File: config.mk
export PLATFORM = sky130hd
export DESIGN_NAME = sync_length_frame_deframer
export DESIGN_NICKNAME = d
export VERILOG_FILES = /design/src/design/sldf_pkg.sv /design/src/design/sldf_cfg_regs.sv /design/src/design/sldf_frame_track.sv /design/src/design/sync_length_frame_deframer.sv
export VERILOG_INCLUDE_DIRS = /design/src /design/src/design
export SDC_FILE = /design/constraint.sdc
export NUM_CORES = 1
export LEC_CHECK = 0
export BUFFER_PORTS_ARGS = -buffer_cell sky130_fd_sc_hd__buf_2
export CELL_PAD_IN_SITES_DETAIL_PLACEMENT = 0
export CELL_PAD_IN_SITES_GLOBAL_PLACEMENT = 1
export CORE_MARGIN = 3
export CORE_UTILIZATION = 43
export CTS_CLUSTER_DIAMETER = 80
export DETAILED_ROUTE_END_ITERATION = 6
export PLACE_DENSITY_LB_ADDON = 0.15
export SKIP_CTS_REPAIR_TIMING = 1
export SLEW_MARGIN = 10
export SYNTH_ARGS = -nofsm -noshare
export SYNTH_HDL_FRONTEND = slang
export SYNTH_HIERARCHICAL = 1
export SYNTH_SLANG_ARGS = --single-unit
File: constraint.sdc
create_clock -name aclk -period 5.8 [get_ports aclk]
set_input_delay 1.45 -clock aclk [delete_from_list [all_inputs] [get_ports aclk]]
set_output_delay 1.45 -clock aclk [all_outputs]
set_load 0.01 [all_outputs]
File: src/design/assert_macros.svh
// Assertion helpers shared by the RTL files of the frame deframer.
`ifndef ASSERT_MACROS_SVH
`define ASSERT_MACROS_SVH

// Same-cycle implication, disabled while reset is asserted.
`define ASSERT_NOW(label, clk, rstn, pre, post) \
    label: assert property (@(posedge clk) disable iff (!(rstn)) (pre) |-> (post)) \
        else $error("assertion failed in frame deframer");

// Next-cycle implication, disabled while reset is asserted.
`define ASSERT_NEXT(label, clk, rstn, pre, post) \
    label: assert property (@(posedge clk) disable iff (!(rstn)) (pre) |=> (post)) \
        else $error("assertion failed in frame deframer");

`endif

File: src/design/sldf_pkg.sv
package sldf_pkg;

    // Frame geometry.
    localparam int MAX_FRAME_BYTES = 256;
    localparam int LEN_CAP         = 252;
    localparam int LEN_UPPER_INT   = (MAX_FRAME_BYTES - 4 > LEN_CAP) ? LEN_CAP
                                                                    : MAX_FRAME_BYTES - 4;
    localparam logic [7:0] LEN_MIN = 8'd4;
    localparam logic [7:0] LEN_MAX = 8'(LEN_UPPER_INT);

    // Byte positions inside a frame.
    localparam logic [7:0] POS_SYNC0  = 8'd0;
    localparam logic [7:0] POS_SYNC1  = 8'd1;
    localparam logic [7:0] POS_SYNC2  = 8'd2;
    localparam logic [7:0] POS_LENGTH = 8'd3;
    localparam logic [7:0] POS_BODY   = 8'd4;

    // Added to the declared length, gives the position of the last frame byte.
    localparam logic [8:0] TAIL_OFFSET = 9'd3;

    localparam int CFG_INDEX_W = 3;

    typedef enum logic [CFG_INDEX_W-1:0] {
        CFG_SYNC_FIRST_PRIMARY    = 3'd0,
        CFG_SYNC_SECOND_PRIMARY   = 3'd1,
        CFG_SYNC_THIRD_PRIMARY    = 3'd2,
        CFG_SYNC_FIRST_ALTERNATE  = 3'd3,
        CFG_SYNC_SECOND_ALTERNATE = 3'd4,
        CFG_SYNC_THIRD_ALTERNATE  = 3'd5
    } cfg_reg_t;

    typedef enum logic [2:0] {
        EV_DISCARD = 3'd0,
        EV_SYNC    = 3'd1,
        EV_LEN_OK  = 3'd2,
        EV_LEN_BAD = 3'd3,
        EV_BODY    = 3'd4,
        EV_CHECK_A = 3'd5,
        EV_GOOD    = 3'd6,
        EV_BAD     = 3'd7
    } event_t;

    typedef struct packed {
        logic [7:0] first_primary;
        logic [7:0] second_primary;
        logic [7:0] third_primary;
        logic [7:0] first_alternate;
        logic [7:0] second_alternate;
        logic [7:0] third_alternate;
    } sync_cfg_t;

    typedef struct packed {
        logic [7:0] echo_byte;
        logic [7:0] frame_position;
        event_t     event_res;
        logic [7:0] declared_length;
        logic [7:0] sum_first;
        logic [7:0] sum_second;
    } result_t;

endpackage

File: src/design/sldf_cfg_regs.sv
module sldf_cfg_regs
    import sldf_pkg::*;
(
    input  logic                   aclk,
    input  logic                   aresetn,
    input  logic                   cfg_valid,
    output logic                   cfg_ready,
    input  logic [CFG_INDEX_W-1:0] cfg_index,
    input  logic [7:0]             cfg_data,
    output sync_cfg_t              sync_cfg
);

    sync_cfg_t sync_reg;

    // Writes are always taken; indexes past the last register are dropped.
    assign cfg_ready = 1'b1;
    assign sync_cfg  = sync_reg;

    always_ff @(posedge aclk) begin
        if (!aresetn) begin
            sync_reg.first_primary    <= 8'd65;
            sync_reg.second_primary   <= 8'd67;
            sync_reg.third_primary    <= 8'd79;
            sync_reg.first_alternate  <= 8'd65;
            sync_reg.second_alternate <= 8'd67;
            sync_reg.third_alternate  <= 8'd79;
        end else if (cfg_valid && cfg_ready) begin
            case (cfg_reg_t'(cfg_index))
                CFG_SYNC_FIRST_PRIMARY:    sync_reg.first_primary    <= cfg_data;
                CFG_SYNC_SECOND_PRIMARY:   sync_reg.second_primary   <= cfg_data;
                CFG_SYNC_THIRD_PRIMARY:    sync_reg.third_primary    <= cfg_data;
                CFG_SYNC_FIRST_ALTERNATE:  sync_reg.first_alternate  <= cfg_data;
                CFG_SYNC_SECOND_ALTERNATE: sync_reg.second_alternate <= cfg_data;
                CFG_SYNC_THIRD_ALTERNATE:  sync_reg.third_alternate  <= cfg_data;
                default: ;
            endcase
        end
    end

endmodule

File: src/design/sldf_frame_track.sv
`include "assert_macros.svh"

module sldf_frame_track
    import sldf_pkg::*;
(
    input  logic      aclk,
    input  logic      aresetn,
    input  logic      step,
    input  logic [7:0] rx_byte,
    input  sync_cfg_t sync_cfg,
    output result_t   result
);

    logic [7:0] idx_reg, idx_next;
    logic [7:0] len_reg, len_next;
    logic [7:0] sum_a_reg, sum_a_next;
    logic [7:0] sum_b_reg, sum_b_next;
    logic [7:0] check_a_reg, check_a_next;

    logic [7:0] sum_a_add, sum_b_add;
    logic [8:0] pos_plus, frame_end;
    event_t     ev;

    assign sum_a_add = sum_a_reg + rx_byte;
    assign sum_b_add = sum_b_reg + sum_a_add;
    assign pos_plus  = {1'b0, idx_reg} + 9'd1;
    assign frame_end = {1'b0, len_reg} + TAIL_OFFSET;

    always_comb begin
        idx_next     = idx_reg;
        len_next     = len_reg;
        sum_a_next   = sum_a_reg;
        sum_b_next   = sum_b_reg;
        check_a_next = check_a_reg;
        ev           = EV_DISCARD;
        case (idx_reg)
            POS_SYNC0: begin
                if (rx_byte == sync_cfg.first_primary ||
                    rx_byte == sync_cfg.first_alternate) begin
                    sum_a_next = '0;
                    sum_b_next = '0;
                    idx_next   = POS_SYNC1;
                    ev         = EV_SYNC;
                end
            end
            POS_SYNC1: begin
                if (rx_byte == sync_cfg.second_primary ||
                    rx_byte == sync_cfg.second_alternate) begin
                    idx_next = POS_SYNC2;
                    ev       = EV_SYNC;
                end else begin
                    idx_next = POS_SYNC0;
                end
            end
            POS_SYNC2: begin
                if (rx_byte == sync_cfg.third_primary ||
                    rx_byte == sync_cfg.third_alternate) begin
                    sum_a_next = '0;
                    sum_b_next = '0;
                    idx_next   = POS_LENGTH;
                    ev         = EV_SYNC;
                end else begin
                    idx_next = POS_SYNC0;
                end
            end
            POS_LENGTH: begin
                sum_a_next = sum_a_add;
                sum_b_next = sum_b_add;
                len_next   = rx_byte;
                if (rx_byte >= LEN_MIN && rx_byte <= LEN_MAX) begin
                    idx_next = POS_BODY;
                    ev       = EV_LEN_OK;
                end else begin
                    idx_next = POS_SYNC0;
                    ev       = EV_LEN_BAD;
                end
            end
            default: begin
                if (pos_plus < frame_end) begin
                    sum_a_next = sum_a_add;
                    sum_b_next = sum_b_add;
                    idx_next   = pos_plus[7:0];
                    ev         = EV_BODY;
                end else if (pos_plus == frame_end) begin
                    check_a_next = rx_byte;
                    idx_next     = pos_plus[7:0];
                    ev           = EV_CHECK_A;
                end else begin
                    ev = (check_a_reg == sum_a_reg && rx_byte == sum_b_reg) ? EV_GOOD
                                                                          : EV_BAD;
                    idx_next = POS_SYNC0;
                end
            end
        endcase
    end

    // A discarded byte reports nothing but itself.
    always_comb begin
        result.echo_byte = rx_byte;
        result.event_res = ev;
        if (ev == EV_DISCARD) begin
            result.frame_position  = '0;
            result.declared_length = '0;
            result.sum_first       = '0;
            result.sum_second      = '0;
        end else begin
            result.frame_position  = idx_reg;
            result.declared_length = (idx_reg >= POS_LENGTH) ? len_next : 8'd0;
            result.sum_first       = sum_a_next;
            result.sum_second      = sum_b_next;
        end
    end

    always_ff @(posedge aclk) begin
        if (!aresetn) begin
            idx_reg     <= '0;
            len_reg     <= '0;
            sum_a_reg   <= '0;
            sum_b_reg   <= '0;
            check_a_reg <= '0;
        end else if (step) begin
            idx_reg     <= idx_next;
            len_reg     <= len_next;
            sum_a_reg   <= sum_a_next;
            sum_b_reg   <= sum_b_next;
            check_a_reg <= check_a_next;
        end
    end

    `ASSERT_NEXT(a_frame_end_hunts, aclk, aresetn,
                 step && (ev == EV_GOOD || ev == EV_BAD), idx_reg == POS_SYNC0)
    `ASSERT_NOW(a_index_in_frame, aclk, aresetn,
                idx_reg >= POS_BODY, {1'b0, idx_reg} <= frame_end)
    `ASSERT_NEXT(a_length_bad_hunts, aclk, aresetn,
                 step && ev == EV_LEN_BAD, idx_reg == POS_SYNC0 && len_reg != 8'd0 ||
                 idx_reg == POS_SYNC0)

endmodule

File: src/design/sync_length_frame_deframer.sv
// Channel | Direction | Handshake          | Payload
// s_      | in        | s_tvalid/s_tready  | s_tdata: rx_byte
// m_      | out       | m_tvalid/m_tready  | m_tdata: byte, position, length, sums
//         |           |                    | m_tuser: event code
// cfg_    | in        | cfg_valid/cfg_ready| cfg_index, cfg_data
//
// Each byte waits in the input register until the result register is free or
// draining, then moves to the result register and is offered to the sink.
// One byte is taken per cycle while the sink keeps taking results; the frame
// tracking state updates as each byte moves to the result register.
// Reset is synchronous and active low; it restores the default sync values.
// A stalled result holds the result register and, once the input register
// is also full, lowers s_tready; nothing is lost or repeated.
`include "assert_macros.svh"

module sync_length_frame_deframer
    import sldf_pkg::*;
(
    input  logic                   aclk,
    input  logic                   aresetn,
    input  logic                   s_tvalid,
    output logic                   s_tready,
    input  logic [7:0]             s_tdata,   // [7:0] rx_byte
    output logic                   m_tvalid,
    input  logic                   m_tready,
    output logic [39:0]            m_tdata,   // [7:0] echo_byte, [15:8] frame_position,
                                              // [23:16] declared_length,
                                              // [31:24] sum_first, [39:32] sum_second
    output logic [2:0]             m_tuser,   // [2:0] event_res
    input  logic                   cfg_valid,
    output logic                   cfg_ready,
    input  logic [CFG_INDEX_W-1:0] cfg_index,
    input  logic [7:0]             cfg_data
);

    sync_cfg_t  sync_cfg;
    result_t    result;

    // Input register: holds one accepted request until it can be processed.
    logic       in_valid_reg;
    logic [7:0] in_byte_reg;

    // Result register: holds one finished result until the sink takes it.
    logic       out_valid_reg;
    result_t    out_res_reg;

    logic       advance;

    // The held byte moves on whenever the result register is free or draining.
    assign advance  = in_valid_reg && (!out_valid_reg || m_tready);
    assign s_tready = !in_valid_reg || advance;

    sldf_cfg_regs u_cfg (
        .aclk      (aclk),
        .aresetn   (aresetn),
        .cfg_valid (cfg_valid),
        .cfg_ready (cfg_ready),
        .cfg_index (cfg_index),
        .cfg_data  (cfg_data),
        .sync_cfg  (sync_cfg)
    );

    sldf_frame_track u_track (
        .aclk     (aclk),
        .aresetn  (aresetn),
        .step     (advance),
        .rx_byte  (in_byte_reg),
        .sync_cfg (sync_cfg),
        .result   (result)
    );

    always_ff @(posedge aclk) begin
        if (!aresetn) begin
            in_valid_reg  <= 1'b0;
            out_valid_reg <= 1'b0;
        end else begin
            if (s_tvalid && s_tready) begin
                in_valid_reg <= 1'b1;
            end else if (advance) begin
                in_valid_reg <= 1'b0;
            end
            if (advance) begin
                out_valid_reg <= 1'b1;
            end else if (m_tready) begin
                out_valid_reg <= 1'b0;
            end
        end
    end

    // Payload registers need no reset.
    always_ff @(posedge aclk) begin
        if (s_tvalid && s_tready) begin
            in_byte_reg <= s_tdata;
        end
        if (advance) begin
            out_res_reg <= result;
        end
    end

    assign m_tvalid = out_valid_reg;
    assign m_tdata  = {out_res_reg.sum_second, out_res_reg.sum_first,
                       out_res_reg.declared_length, out_res_reg.frame_position,
                       out_res_reg.echo_byte};
    assign m_tuser  = out_res_reg.event_res;

    `ASSERT_NEXT(a_result_loaded, aclk, aresetn, advance, out_valid_reg)
    `ASSERT_NOW(a_no_overrun, aclk, aresetn,
                in_valid_reg && out_valid_reg && !m_tready, !s_tready)
    `ASSERT_NEXT(a_discard_clean, aclk, aresetn,
                 advance && result.event_res == EV_DISCARD,
                 out_res_reg.frame_position == 8'd0 && out_res_reg.sum_first == 8'd0)

endmodule

# Word level (Yosys, flattened, before mapping)
# Index checks and enable logic that the tools add are counted.
# classes
bitwise	3
n_lt_le_gt_ge	4
add_sub_neg	4
reduce_logical	26
eq_ne	18
n_mux	28
# ops
operator	n
one-hot mux 8 bit (4 select lines)	3
2-to-1 mux 8 bit	10
== test 8 bit	8
adder 8 bit	2
== test 8 x 2 -> 1 bit, second input constant	2
AND reduction 2 bit	7
one-hot mux 3 bit (4 select lines)	1
adder 8 x 1 -> 9 bit, second input constant	1
adder 8 x 2 -> 9 bit, second input constant	1
== test 9 bit	1
< comparator 9 bit	1
2-to-1 mux 1 bit	9
2-to-1 mux 3 bit	3
== test 8 x 1 -> 1 bit, second input constant	1
>= comparator 8 x 2 -> 1 bit, second input constant	1
>= comparator 8 x 3 -> 1 bit, second input constant	1
<= comparator 8 bit, second input constant	1
logical NOT 8 bit	1
== test 3 x 2 -> 1 bit, second input constant	2
== test 3 bit, second input constant	2
logical NOT 3 bit	2
logical OR 1 bit	5
logical AND 1 bit	4
2-to-1 mux 2 bit	2
8 further kinds	12
# word_totals
reg_bits	141
elab_cells	103
output_inout_bits	46
inputBits	24

# Depth between registers and ports, before layout
# Gate-level depths: netlist of the first run.
# logic_depth
depth_word	8
ltp_mapped	13
mapped_depth_nobuf	13

# Modules after synthesis
# The synthesis of the first run kept the hierarchy.
# by_module_without_submodules
mod	instances	seq_area_each_um2	area_per_inst_um2	cells_each
sldf_frame_track	1	800.8	4030.1	520
sldf_cfg_regs	1	960.9	1880.6	177
sync_length_frame_deframer	1	1571.5	1635.3	60

# Least setup slack after synthesis of the first run
# No wires, ideal clock.
# synth_path
path_kind	in2reg
from	input port m_tready
to	register u_track.check_a_reg[0]
n_path_buf	0
path_stages	6
required_time_ps	5672
setup_time_ps	128
t_arrival_ps	4748
setup_slack_ps	925
cell_sequence	nor2b_4 > nor2b_1 > nand2_1 > a211oi_2 > mux2i_1 > nor2_1
# synth_via
elab_chain_len	3
# synth_lines
item	line_no	text
from (decl)	sync_length_frame_deframer.sv:25	input logic m_tready,
logical OR 1 bit	sync_length_frame_deframer.sv:50	assign advance = in_valid_reg && (!out_valid_reg || m_tready);
logical AND 1 bit	sync_length_frame_deframer.sv:50	
named net advance	sync_length_frame_deframer.sv:47	logic advance;
AND reduction 4 bit (no line)	--	
to (signal assigned)	sldf_frame_track.sv:126	check_a_reg <= check_a_next;
to (decl)	sldf_frame_track.sv:18	logic [7:0] check_a_reg, check_a_next;
# The timed path passes the listed nets, and every way through them passes these cells.
# A chain may end at the register's enable or synchronous reset.

# Worst setup path in the final report of the first run
# layout_path
from	register in_byte_reg[0]
to	register out_res_reg, in the netlist m_tdata[38], data pin
# layout_via
elab_chain_len	7
word_cells_on_any_way	29
classes_between	add/sub: 2; order compare: 2; eq/ne: 7; mux: 12; reduce/logical: 6
# layout_lines
item	line_no	text
from (decl)	sync_length_frame_deframer.sv:41	logic [7:0] in_byte_reg;
from (signal assigned)	sync_length_frame_deframer.sv:93	in_byte_reg <= s_tdata;
branches (longest 7 deep; another with adder 8 bit)	--	
to (signal assigned)	sync_length_frame_deframer.sv:96	out_res_reg <= result;
to (decl)	sync_length_frame_deframer.sv:45	result_t out_res_reg;
# Parallel ways; which one is timed is not known.

==> flow_metrics.py, run 1 <==
metrics = {
    "outcome": {
        "status": "complete, no violations",
    },
    "worst_setup_path": {
        "cp_data_required_time_ns": 5.92,
        "crit_path_end_kind": "flip-flop",
        "r2r_cells": 11,
        "crit_type": "reg -> reg",
        "start_kind": "flip-flop",
        "reg2reg_slack_ns": 1.88,
        "cp_max_fo": 13,
        "arrival_ns": 4.04,
    },
    "logic_synthesis": {
        "ys_ff_latch": 141,
        "synth_area_um2": 7550,
        "synth.distinct_cells": 69,
        "yosys_warnings": 6,
        "yosys_most_used_dff": "dfxtp_1",
        "synthTopCellsByArea": "dfxtp_1 24%, edfxtp_1 20%, xnor2_1 7.7%",
        "ys_async_sr_fraction_pct": 0,
        "syn_area_per_cell_um2": 9.97,
        "synth_cells": 757,
        "synth.net_count": 812,
        "yosys.area.top_type_share_pct": 23.9,
        "yosys.area.top_type": "dfxtp_1",
        "synth_edf_count": 51,
        "seq_area_frac_synth_pct": 44.2,
    },
    "layout": {
        "area_growth_pct": 13.1,
        "final_nets": 852,
        "largest_reg_flops": 48,
        "final_util_pct": 50.6,
        "n_fill_cell": 1558,
        "antennaDiodeCount": 0,
        "final_common_cell": "nand2_1",
        "layout_common_cells": "113 x nand2_1, 90 x dfxtp_1, 68 x buf_2, 66 x xnor2_1, 56 x mux2i_1",
        "fin_area_um2": 8540,
        "drive_above_1_share_pct": 14.2,
    },
    "placement": {
        "dpl_worst_slack_ns": 1.91,
        "io_buffers": 68,
        "postPlaceCellArea_um2": 7930,
        "dp_hpwl_mm": 12.8,
        "routabilityCongestion": 0.802,
    },
    "clock_network": {
        "cts_tree": "yes",
        "cts-root-buf": "clkbuf_16",
        "clk_latency_ns": 0.42,
        "cts_buffers": 17,
        "cts_buffer_depth": 2,
        "clk_pin_slew_ns": 0.06,
        "cts.sinks": 141,
        "cts_max_level": 4,
    },
    "sta": {
        "fmax_mhz": 255,
        "hold_viol": 0,
        "slew_headroom_pct": 26.8,
        "period_minus_slack_ns": 3.92,
        "fin_ws_ns": 1.88,
        "slew_viol_final": 0,
        "rsz0062_at_grt": "no",
        "tightest_slew_ns": 1.10,
        "setup_viol": 0,
        "fin_skew_ns": 0.00727,
        "fin_setup_tns_ns": 0,
        "period_share_pct": 67.6,
    },
    "detailed_routing": {
        "drc": 0,
        "ant_nets": 0,
        "dr.first_iter.drc_count": 317,
        "vias_per_cell": 5.51,
        "vias": 5679,
        "wl_per_cell_um": 17.9,
        "drt_first_pass_iters": 5,
        "wl_mm": 18.5,
    },
    "pwr": {
        "peakVddDrop_uv": 206,
        "cellPowerDensity_nw_per_um2": 275,
        "power.leakage_nw": 3.27,
    },
    "die": {
        "core_um2": 16900,
        "die_w_um": 138,
        "ioPinCount": 70,
        "start_util_pct": 44.7,
        "die_area_um2": 19200,
        "die_h_um": 138,
        "std_cell_rows": 47,
    },
    "global_route": {
        "antenna_found_initial": 0,
        "grt_first_pass_wirelength_mm": 29.4,
        "overflow": 0,
        "grt_pass1_vias": 5524,
        "track_usage_pct": 19.3,
        "grt_start_max_net_pins": 46,
    },
    "job": {
        "max-cap-violations": 0,
    },
    "min_path": {
        "hold_class": "reg -> reg",
        "min_path_cells": 2,
    },
}
## worst paths after layout
| check | start | endpoint |
|---|---|---|
| max | in_byte_reg[0]$_DFFE_PP_ | m_tdata[38]$_DFFE_PP_ |
| min | u_cfg/sync_cfg[20]$_SDFFE_PN0P_ | u_cfg/sync_cfg[20]$_SDFFE_PN0P_ |
| max reg2reg | in_byte_reg[0]$_DFFE_PP_ | m_tdata[38]$_DFFE_PP_ |
| min reg2reg | u_cfg/sync_cfg[20]$_SDFFE_PN0P_ | u_cfg/sync_cfg[20]$_SDFFE_PN0P_ |
## kinds of logic after synthesis
| kind of cell | after synthesis | share of synthesized area [%] |
|---|---|---|
| AO/OA/AOI/OAI | 127 | 11.4 |
| XOR/XNOR | 86 | 9.98 |
| adder cells (fa/ha/maj) | 31 | 5.34 |
| buffers and inverters | 71 | 4.61 |
| flip-flops | 141 | 44.2 |
| multiplexers | 56 | 7.43 |
| other | 1 | 0.0497 |
| AND/OR/NAND/NOR | 244 | 17.0 |
## metal layers
| metal | GRT usage, % | share of wire (%) | wire, um | vias up |
|---|---|---|---|---|
| met5 | 0 | 0 | 0 | - |
| met4 | 6.71 | 1.5 | 273 | 0 |
| met3 | 3.63 | 4.3 | 800 | 19 |
| met2 | 32.1 | 48 | 8890 | 153 |
| met1 | 25.4 | 46 | 8500 | 2753 |
| li1 | - | - | - | 2754 |
## where the power goes
group / switching, mW / internal [mW] / total (mW) / leakage [nW]
Clock: 0.414 / 0.712 / 1.13 / 0.275
Combinational: 0.0854 / 0.0609 / 0.146 / 1.77
Sequential: 0.0279 / 1.05 / 1.08 / 1.22
## area by class of cell
type,count,area [um2],area share [%]
Tap cell,220,275,3.22
Inverter,19,71.3,0.836
Clock inverter,13,173,2.02
Timing Repair Buffer,73,378,4.43
Sequential cell,141,3330,39.1
Multi-Input combinational cell,545,3870,45.4
Clock buffer,19,433,5.07
## stage by stage
step                      total power, mW  hold WS (ns)  cells
after floorplan                      1.19         0.448    757
after global placement               1.24         0.459    998
after detailed placement             1.25         0.469    998
after CTS                            2.37         0.477   1030
after global routing                 2.43         0.489   1030
final                                2.35         0.475   1030
## worst max-delay path: stages, from the launching register on
cell and delay [ns]:
edfxtp_1 0.69, ha_1 0.37, fa_1 0.41, a21o_1 0.17
a21o_1 0.21, a2111o_1 0.41, o311ai_0 0.22, ha_1 0.40
inv_1 0.11, nor4b_1 0.06, o41ai_1 0.45, a21oi_1 0.12
## cell usage after synthesis (2+ instances only)
cell       instances
nand4b_1           2
xor2_1            20
nand4bb_1          3
nand2_1          113
nand3_1           17
a32o_1             2
nor2b_1           28
nor4_1             6
buf_2             17
dfxtp_1           90
o41ai_1            3
a21o_1             3
and4bb_1           2
or3_1              5
o22ai_1            6
fa_1               2
o2bb2ai_1         11
or4_1              2
ha_1              29
inv_1             18
nand2b_1           3
clkbuf_1          22
a31oi_1            3
and3_1             2
o32ai_1            3
o21a_1             4
mux2i_1           56
nor2_1            25
buf_6              3
nor2_8             2
buf_4             10
or4bb_1            3
edfxtp_1          51
nand4_1           15
a21oi_1           39
a211oi_1           2
o211ai_1           4
o21ai_0           30
xnor2_1           66
nor3_1             6
Note: power is estimated with default switching activity, not from simulation.
==> run 2: changes to the inputs <==
Settings changed: ABC_AREA from default to 1.
Clock period 5.8 ns to 3.9 ns, I/O delays scaled along.
==> flow_metrics.py, run 2 <==
metrics = {
    "global_route": {
        "grt_first_pass_wirelength_mm": 33.7,
        "antenna_found_initial": 0,
        "track_usage_pct": 20.8,
        "overflow": 0,
        "grt_start_max_net_pins": 32,
        "grt_pass1_vias": 6362,
    },
    "clock_network": {
        "cts_max_level": 4,
        "clk_latency_ns": 0.42,
        "cts_buffers": 17,
        "clk_pin_slew_ns": 0.07,
        "cts-root-buf": "clkbuf_16",
        "cts_buffer_depth": 2,
        "cts.sinks": 141,
        "cts_tree": "yes",
    },
    "detailed_routing": {
        "vias": 6849,
        "ant_nets": 0,
        "dr.first_iter.drc_count": 395,
        "vias_per_cell": 5.02,
        "drc": 0,
        "wl_per_cell_um": 15.4,
        "drt_first_pass_iters": 5,
        "wl_mm": 21.1,
    },
    "die": {
        "die_w_um": 144,
        "ioPinCount": 70,
        "start_util_pct": 44.8,
        "die_area_um2": 20800,
        "std_cell_rows": 49,
        "die_h_um": 144,
        "core_um2": 18300,
    },
    "logic_synthesis": {
        "synthTopCellsByArea": "dfxtp_1 22%, edfxtp_1 19%, nand2_1 11%",
        "yosysMostFrequentCell": "nand2_1",
        "synth.distinct_cells": 51,
        "synth_area_um2": 8210,
        "ys_ff_latch": 141,
        "yosys_warnings": 6,
        "yosys.area.top_type": "dfxtp_1",
        "seq_area_frac_synth_pct": 40.6,
        "syn_area_per_cell_um2": 7.70,
        "yosys-top-cells-count": "250 x nand2_1, 145 x nor2_1, 115 x inv_1",
        "synth_cells": 1066,
        "yosys_most_used_dff": "dfxtp_1",
        "ys_async_sr_fraction_pct": 0,
        "synth.net_count": 1121,
        "synth_edf_count": 51,
        "yosys.area.top_type_share_pct": 22.0,
    },
    "layout": {
        "final_common_cell": "nand2_1",
        "final_util_pct": 50.7,
        "fin_area_um2": 9290,
        "final-seq-area_um2": 3330,
        "n_fill_cell": 1817,
        "multi_input_area_um2": 4080,
        "area_growth_pct": 13.2,
        "largest_reg_flops": 48,
        "antennaDiodeCount": 0,
        "layout_common_cells": "250 x nand2_1, 145 x nor2_1, 115 x inv_1, 90 x dfxtp_1, 84 x nand3_1",
        "drive_above_1_share_pct": 16.1,
        "final_nets": 1176,
    },
    "sta": {
        "period_share_pct": 82.5,
        "hold_slack_ns": 0.478,
        "tightest_slew_ns": 0.996,
        "fin_skew_ns": 0.00973,
        "period_minus_slack_ns": 3.22,
        "fmax_mhz": 311,
        "slew_viol_final": 0,
        "fin_setup_tns_ns": 0,
        "hold_viol": 0,
        "fin_ws_ns": 0.681,
        "setup_viol": 0,
        "rsz0062_at_grt": "no",
        "slew_headroom_pct": 33.4,
    },
    "worst_setup_path": {
        "arrival_ns": 3.40,
        "start_kind": "flip-flop",
        "crit_type": "reg -> reg",
        "cp_max_fo": 3,
        "reg2reg_slack_ns": 0.68,
        "r2r_start": "in_byte_reg[0]$_DFFE_PP_",
        "cp_data_required_time_ns": 4.08,
        "r2r_end": "m_tdata[39]$_DFFE_PP_",
        "r2r_cells": 15,
        "crit_path_end_kind": "flip-flop",
    },
    "job": {
        "max-cap-violations": 0,
    },
    "placement": {
        "dpl_worst_slack_ns": 0.730,
        "io_buffers": 68,
        "routabilityCongestion": 0.784,
        "postPlaceCellArea_um2": 8670,
        "dp_hpwl_mm": 15.0,
    },
    "min_path": {
        "holdPathEnd": "u_cfg/sync_cfg[16]$_SDFFE_PN1P_",
        "min_path_cells": 2,
        "min_from": "u_cfg/sync_cfg[16]$_SDFFE_PN1P_",
        "hold_class": "reg -> reg",
    },
    "outcome": {
        "status": "complete, no violations",
    },
    "pwr": {
        "power.leakage_nw": 4.12,
        "cellPowerDensity_nw_per_um2": 424,
        "peakVddDrop_uv": 298,
    },
}
## run 2: cell count changes after synthesis, sizes merged, moves of 11 or more
cell / previous run / this run
nor2: 27 / 153
inv: 19 / 132
o2bb2ai: 11 / 0
xnor2: 66 / 42
o21ai: 31 / 16
nand2: 113 / 253
nand3: 17 / 90
a21oi: 40 / 56
mux2i: 56 / 0
nor2b: 29 / 0
## run 2: where the power goes
| group | internal (mW) | total, mW | switching, mW |
|---|---|---|---|
| Sequential | 1.58 | 1.64 | 0.0559 |
| Clock | 1.03 | 1.74 | 0.714 |
| Combinational | 0.200 | 0.557 | 0.357 |
## run 2: how the worst max path moves through the flow
stage                                     from                                   to  slack [ns]
3_3_place_gp          in_byte_reg[0]$_DFFE_PP_                m_tdata[39]$_DFFE_PP_        0.77
2_1_floorplan                         m_tready  u_track/check_a_reg[6]$_SDFFE_PN0P_        0.36
5_1_grt        u_track/idx_reg[0]$_SDFFE_PN0P_                m_tdata[38]$_DFFE_PP_        0.41
4_1_cts        u_track/idx_reg[0]$_SDFFE_PN0P_                m_tdata[38]$_DFFE_PP_        0.70
3_5_place_dp   u_track/idx_reg[0]$_SDFFE_PN0P_                m_tdata[38]$_DFFE_PP_        0.73
6_report              in_byte_reg[0]$_DFFE_PP_                m_tdata[39]$_DFFE_PP_        0.68
## run 2: stage by stage
stage	std cells	power [mW]
final	1363	3.94
after global routing	1363	4.11
after global placement	1331	2.23
after CTS	1363	3.98
after floorplan	1066	2.08
after detailed placement	1331	2.23
## run 2: cell type report
cell class | count | area share [%]
clock buffers | 17 | 4.58
clock inverters | 15 | 2.14
inverters | 133 | 5.43
multi-input cells | 744 | 43.9
repair buffers | 84 | 4.96
flip-flops and latches | 141 | 35.9
well taps | 229 | 3.08
## run 2: cell families (layout without fill, tap and decap cells)
family,Yosys count,after routing,share of synthesized area [%]
and+or+nand+nor,536,536,28.3
buffers and inverters,181,249,9.80
DFF,141,141,40.6
AOI/OAI and AO/OA,117,117,10.0
xor gates and xnor gates,59,59,6.30
adders and majority gates,31,31,4.91
other,1,1,0.0457
## run 2: worst max-delay path, stage by stage, from the launching register on
cell and delay, ns:
edfxtp_1 0.43, ha_1 0.27, fa_1 0.43, nand3_1 0.11
nand2_1 0.07, xor2_1 0.23, inv_1 0.17, ha_1 0.35
a21o_1 0.19, nand3_1 0.07, nand3_1 0.10, nand3b_1 0.21
nand3_1 0.13, nand3_1 0.10, nand2_1 0.08, inv_1 0.04
## run 2: routing by layer
layer  vias up  track usage (%)  share of wire, %
met5         -                0                 0
met4         0             5.20               1.1
met3        15             3.51               4.7
met2       138             31.7                43
met1      3150             30.9                52
li1       3546                -                 -
==> run 3: changes to the inputs <==
Settings changed: CORE_UTILIZATION 43 to 40.
Clock period 3.9 ns to 2.9 ns, I/O delays scaled along.
==> flow_metrics.py, run 3 (same netlist as run 2, synthesis figures left out) <==
metrics = {
    "placement": {
        "postPlaceCellArea_um2": 8980,
        "routabilityCongestion": 0.857,
        "dp.cells": 1399,
        "dp_hpwl_mm": 15.6,
        "io_buffers": 68,
    },
    "sta": {
        "hold_viol": 0,
        "tightest_slew_ns": 0.661,
        "setup_viol": 0,
        "period_share_pct": 97.8,
        "slew_headroom_pct": 55.8,
        "fin_setup_tns_ns": 0,
        "fmax_mhz": 353,
        "rsz0062_at_grt": "yes",
        "slew_viol_final": 0,
        "fin_skew_ns": 0.0214,
        "period_minus_slack_ns": 2.84,
        "hold_slack_ns": 0.460,
    },
    "worst_setup_path": {
        "cpMaxStageDelayCell": "edfxtp_1",
        "cp_max_fo": 4,
        "crit_path_end_kind": "flip-flop",
        "crit_top_cell": "nand3_2",
        "r2r_end": "m_tdata[39]$_DFFE_PP_",
        "cp_data_required_time_ns": 3.08,
        "r2r_start": "in_byte_reg[0]$_DFFE_PP_",
        "r2r_cells": 16,
        "critical_path.cell_chain": "ha_2 > fa_2 > nand4_1 > o211ai_1 > xnor2_1 > inv_1 > ha_4 > nand2_2 > nor3_2 > nand2_1 > nand3_2 > nand3b_1 > nand3_2 > nand3_2 > nand2_1 > inv_1",
        "crit_type": "reg -> reg",
        "max_stage_delay_ns": 0.40,
        "reg2reg_slack_ns": 0.06,
        "arrival_ns": 3.02,
        "start_kind": "flip-flop",
    },
    "detailed_routing": {
        "vias_per_cell": 4.89,
        "vias": 7055,
        "dr.first_iter.drc_count": 404,
        "wl_per_cell_um": 15.7,
        "ant_nets": 0,
        "wl_mm": 22.7,
        "drc": 0,
        "drt_first_pass_iters": 5,
    },
    "pwr": {
        "peakVddDrop_uv": 416,
        "power.leakage_nw": 4.44,
        "cellPowerDensity_nw_per_um2": 538,
    },
    "global_route": {
        "grt_start_max_net_pins": 88,
        "overflow": 0,
        "track_usage_pct": 20.4,
        "antenna_found_initial": 0,
        "grt_pass1_vias": 6410,
        "grt_first_pass_wirelength_mm": 35.2,
    },
    "layout": {
        "largest_reg_flops": 48,
        "fin_area_um2": 10000,
        "layout_common_cells": "245 x nand2_1, 135 x nor2_1, 113 x inv_1, 87 x dfxtp_1, 77 x nand3_1",
        "drive_above_1_share_pct": 24.3,
        "antennaDiodeCount": 0,
        "final_common_cell": "nand2_1",
        "final_nets": 1221,
        "area_growth_pct": 22.1,
        "final_util_pct": 50.7,
        "fin_cells": 1444,
    },
    "clock_network": {
        "cts_buffers": 17,
        "cts.sinks": 141,
        "cts-root-buf": "clkbuf_16",
        "cts_buffer_depth": 2,
        "clk_latency_ns": 0.43,
        "clk_pin_slew_ns": 0.07,
        "cts_tree": "yes",
        "cts_max_level": 4,
    },
    "die": {
        "start_util_pct": 41.5,
        "die_h_um": 149,
        "core_um2": 19800,
        "std_cell_rows": 51,
        "ioPinCount": 70,
        "die_area_um2": 22300,
        "die_w_um": 149,
    },
    "job": {
        "max-cap-violations": 0,
    },
    "min_path": {
        "hold_class": "in -> reg",
        "min_from": "s_tdata[1]",
        "holdPathEnd": "in_byte_reg[1]$_DFFE_PP_",
        "min_path_cells": 1,
    },
    "outcome": {
        "status": "complete, no violations",
    },
}
==> run 3: power by group <==
part | total [mW] | switching (mW) | internal [mW]
Combinational | 0.934 | 0.552 | 0.381
Clock | 2.26 | 0.965 | 1.30
Sequential | 2.20 | 0.0675 | 2.13
Total | 5.39 | 1.58 | 3.81
==> run 3: worst max-delay path by stage <==
stage,startpoint,slack (ns),depth (start not counted),to
global route,u_track/idx_reg[0]$_SDFFE_PN0P_,-0.08,18,m_tdata[33]$_DFFE_PP_
finish,in_byte_reg[0]$_DFFE_PP_,0.06,16,m_tdata[39]$_DFFE_PP_
CTS,u_track/idx_reg[0]$_SDFFE_PN0P_,-0.09,17,u_track/check_a_reg[3]$_SDFFE_PN0P_
global placement,in_byte_reg[0]$_DFFE_PP_,0.005,14,m_tdata[39]$_DFFE_PP_
detailed placement,u_track/idx_reg[0]$_SDFFE_PN0P_,-0.09,17,u_track/check_a_reg[4]$_SDFFE_PN0P_
floorplan,u_track/idx_reg[0]$_SDFFE_PN0P_,0.05,18,m_tdata[39]$_DFFE_PP_
==> run 3: cell type report <==
| class | count | area [um2] |
|---|---|---|
| fillers | 1994 | 9760 |
| clock inverters | 15 | 179 |
| inverters | 133 | 509 |
| multi-input cells | 745 | 4400 |
| repair buffers | 128 | 833 |
| clock buffers | 17 | 425 |
| well taps | 265 | 332 |
| flip-flops and latches | 141 | 3340 |
==> run 3: stage by stage <==
stage                     power, mW  setup WS (ns)
after floorplan                2.79         0.0481
after detailed placement       3.07        -0.0854
after CTS                      5.34        -0.0936
after global routing           5.64        -0.0788
final                          5.39         0.0647
after global placement         3.07        0.00519
==> run 3: per-layer routing <==
layer | part of all wire (%) | vias up | global-route usage, % | wire (um)
li1 | - | 3633 | - | -
met1 | 50 | 3256 | 29.7 | 11400
met2 | 45 | 153 | 31.7 | 10200
met3 | 4.1 | 13 | 3.74 | 929
met4 | 0.89 | 0 | 4.67 | 203
met5 | 0 | - | 0 | 0
==> run 3: worst max-delay path, delay by kind of cell, from the launching register on <==
| family | cells | cell delay, ns |
|---|---|---|
| AO/OA/AOI/OAI | 1 | 0.10 |
| adder cells (fa/ha/maj) | 3 | 0.81 |
| flip-flops | 1 | 0.40 |
| buffers and inverters | 2 | 0.17 |
| XOR/XNOR | 1 | 0.26 |
| AND/OR/NAND/NOR | 9 | 0.82 |
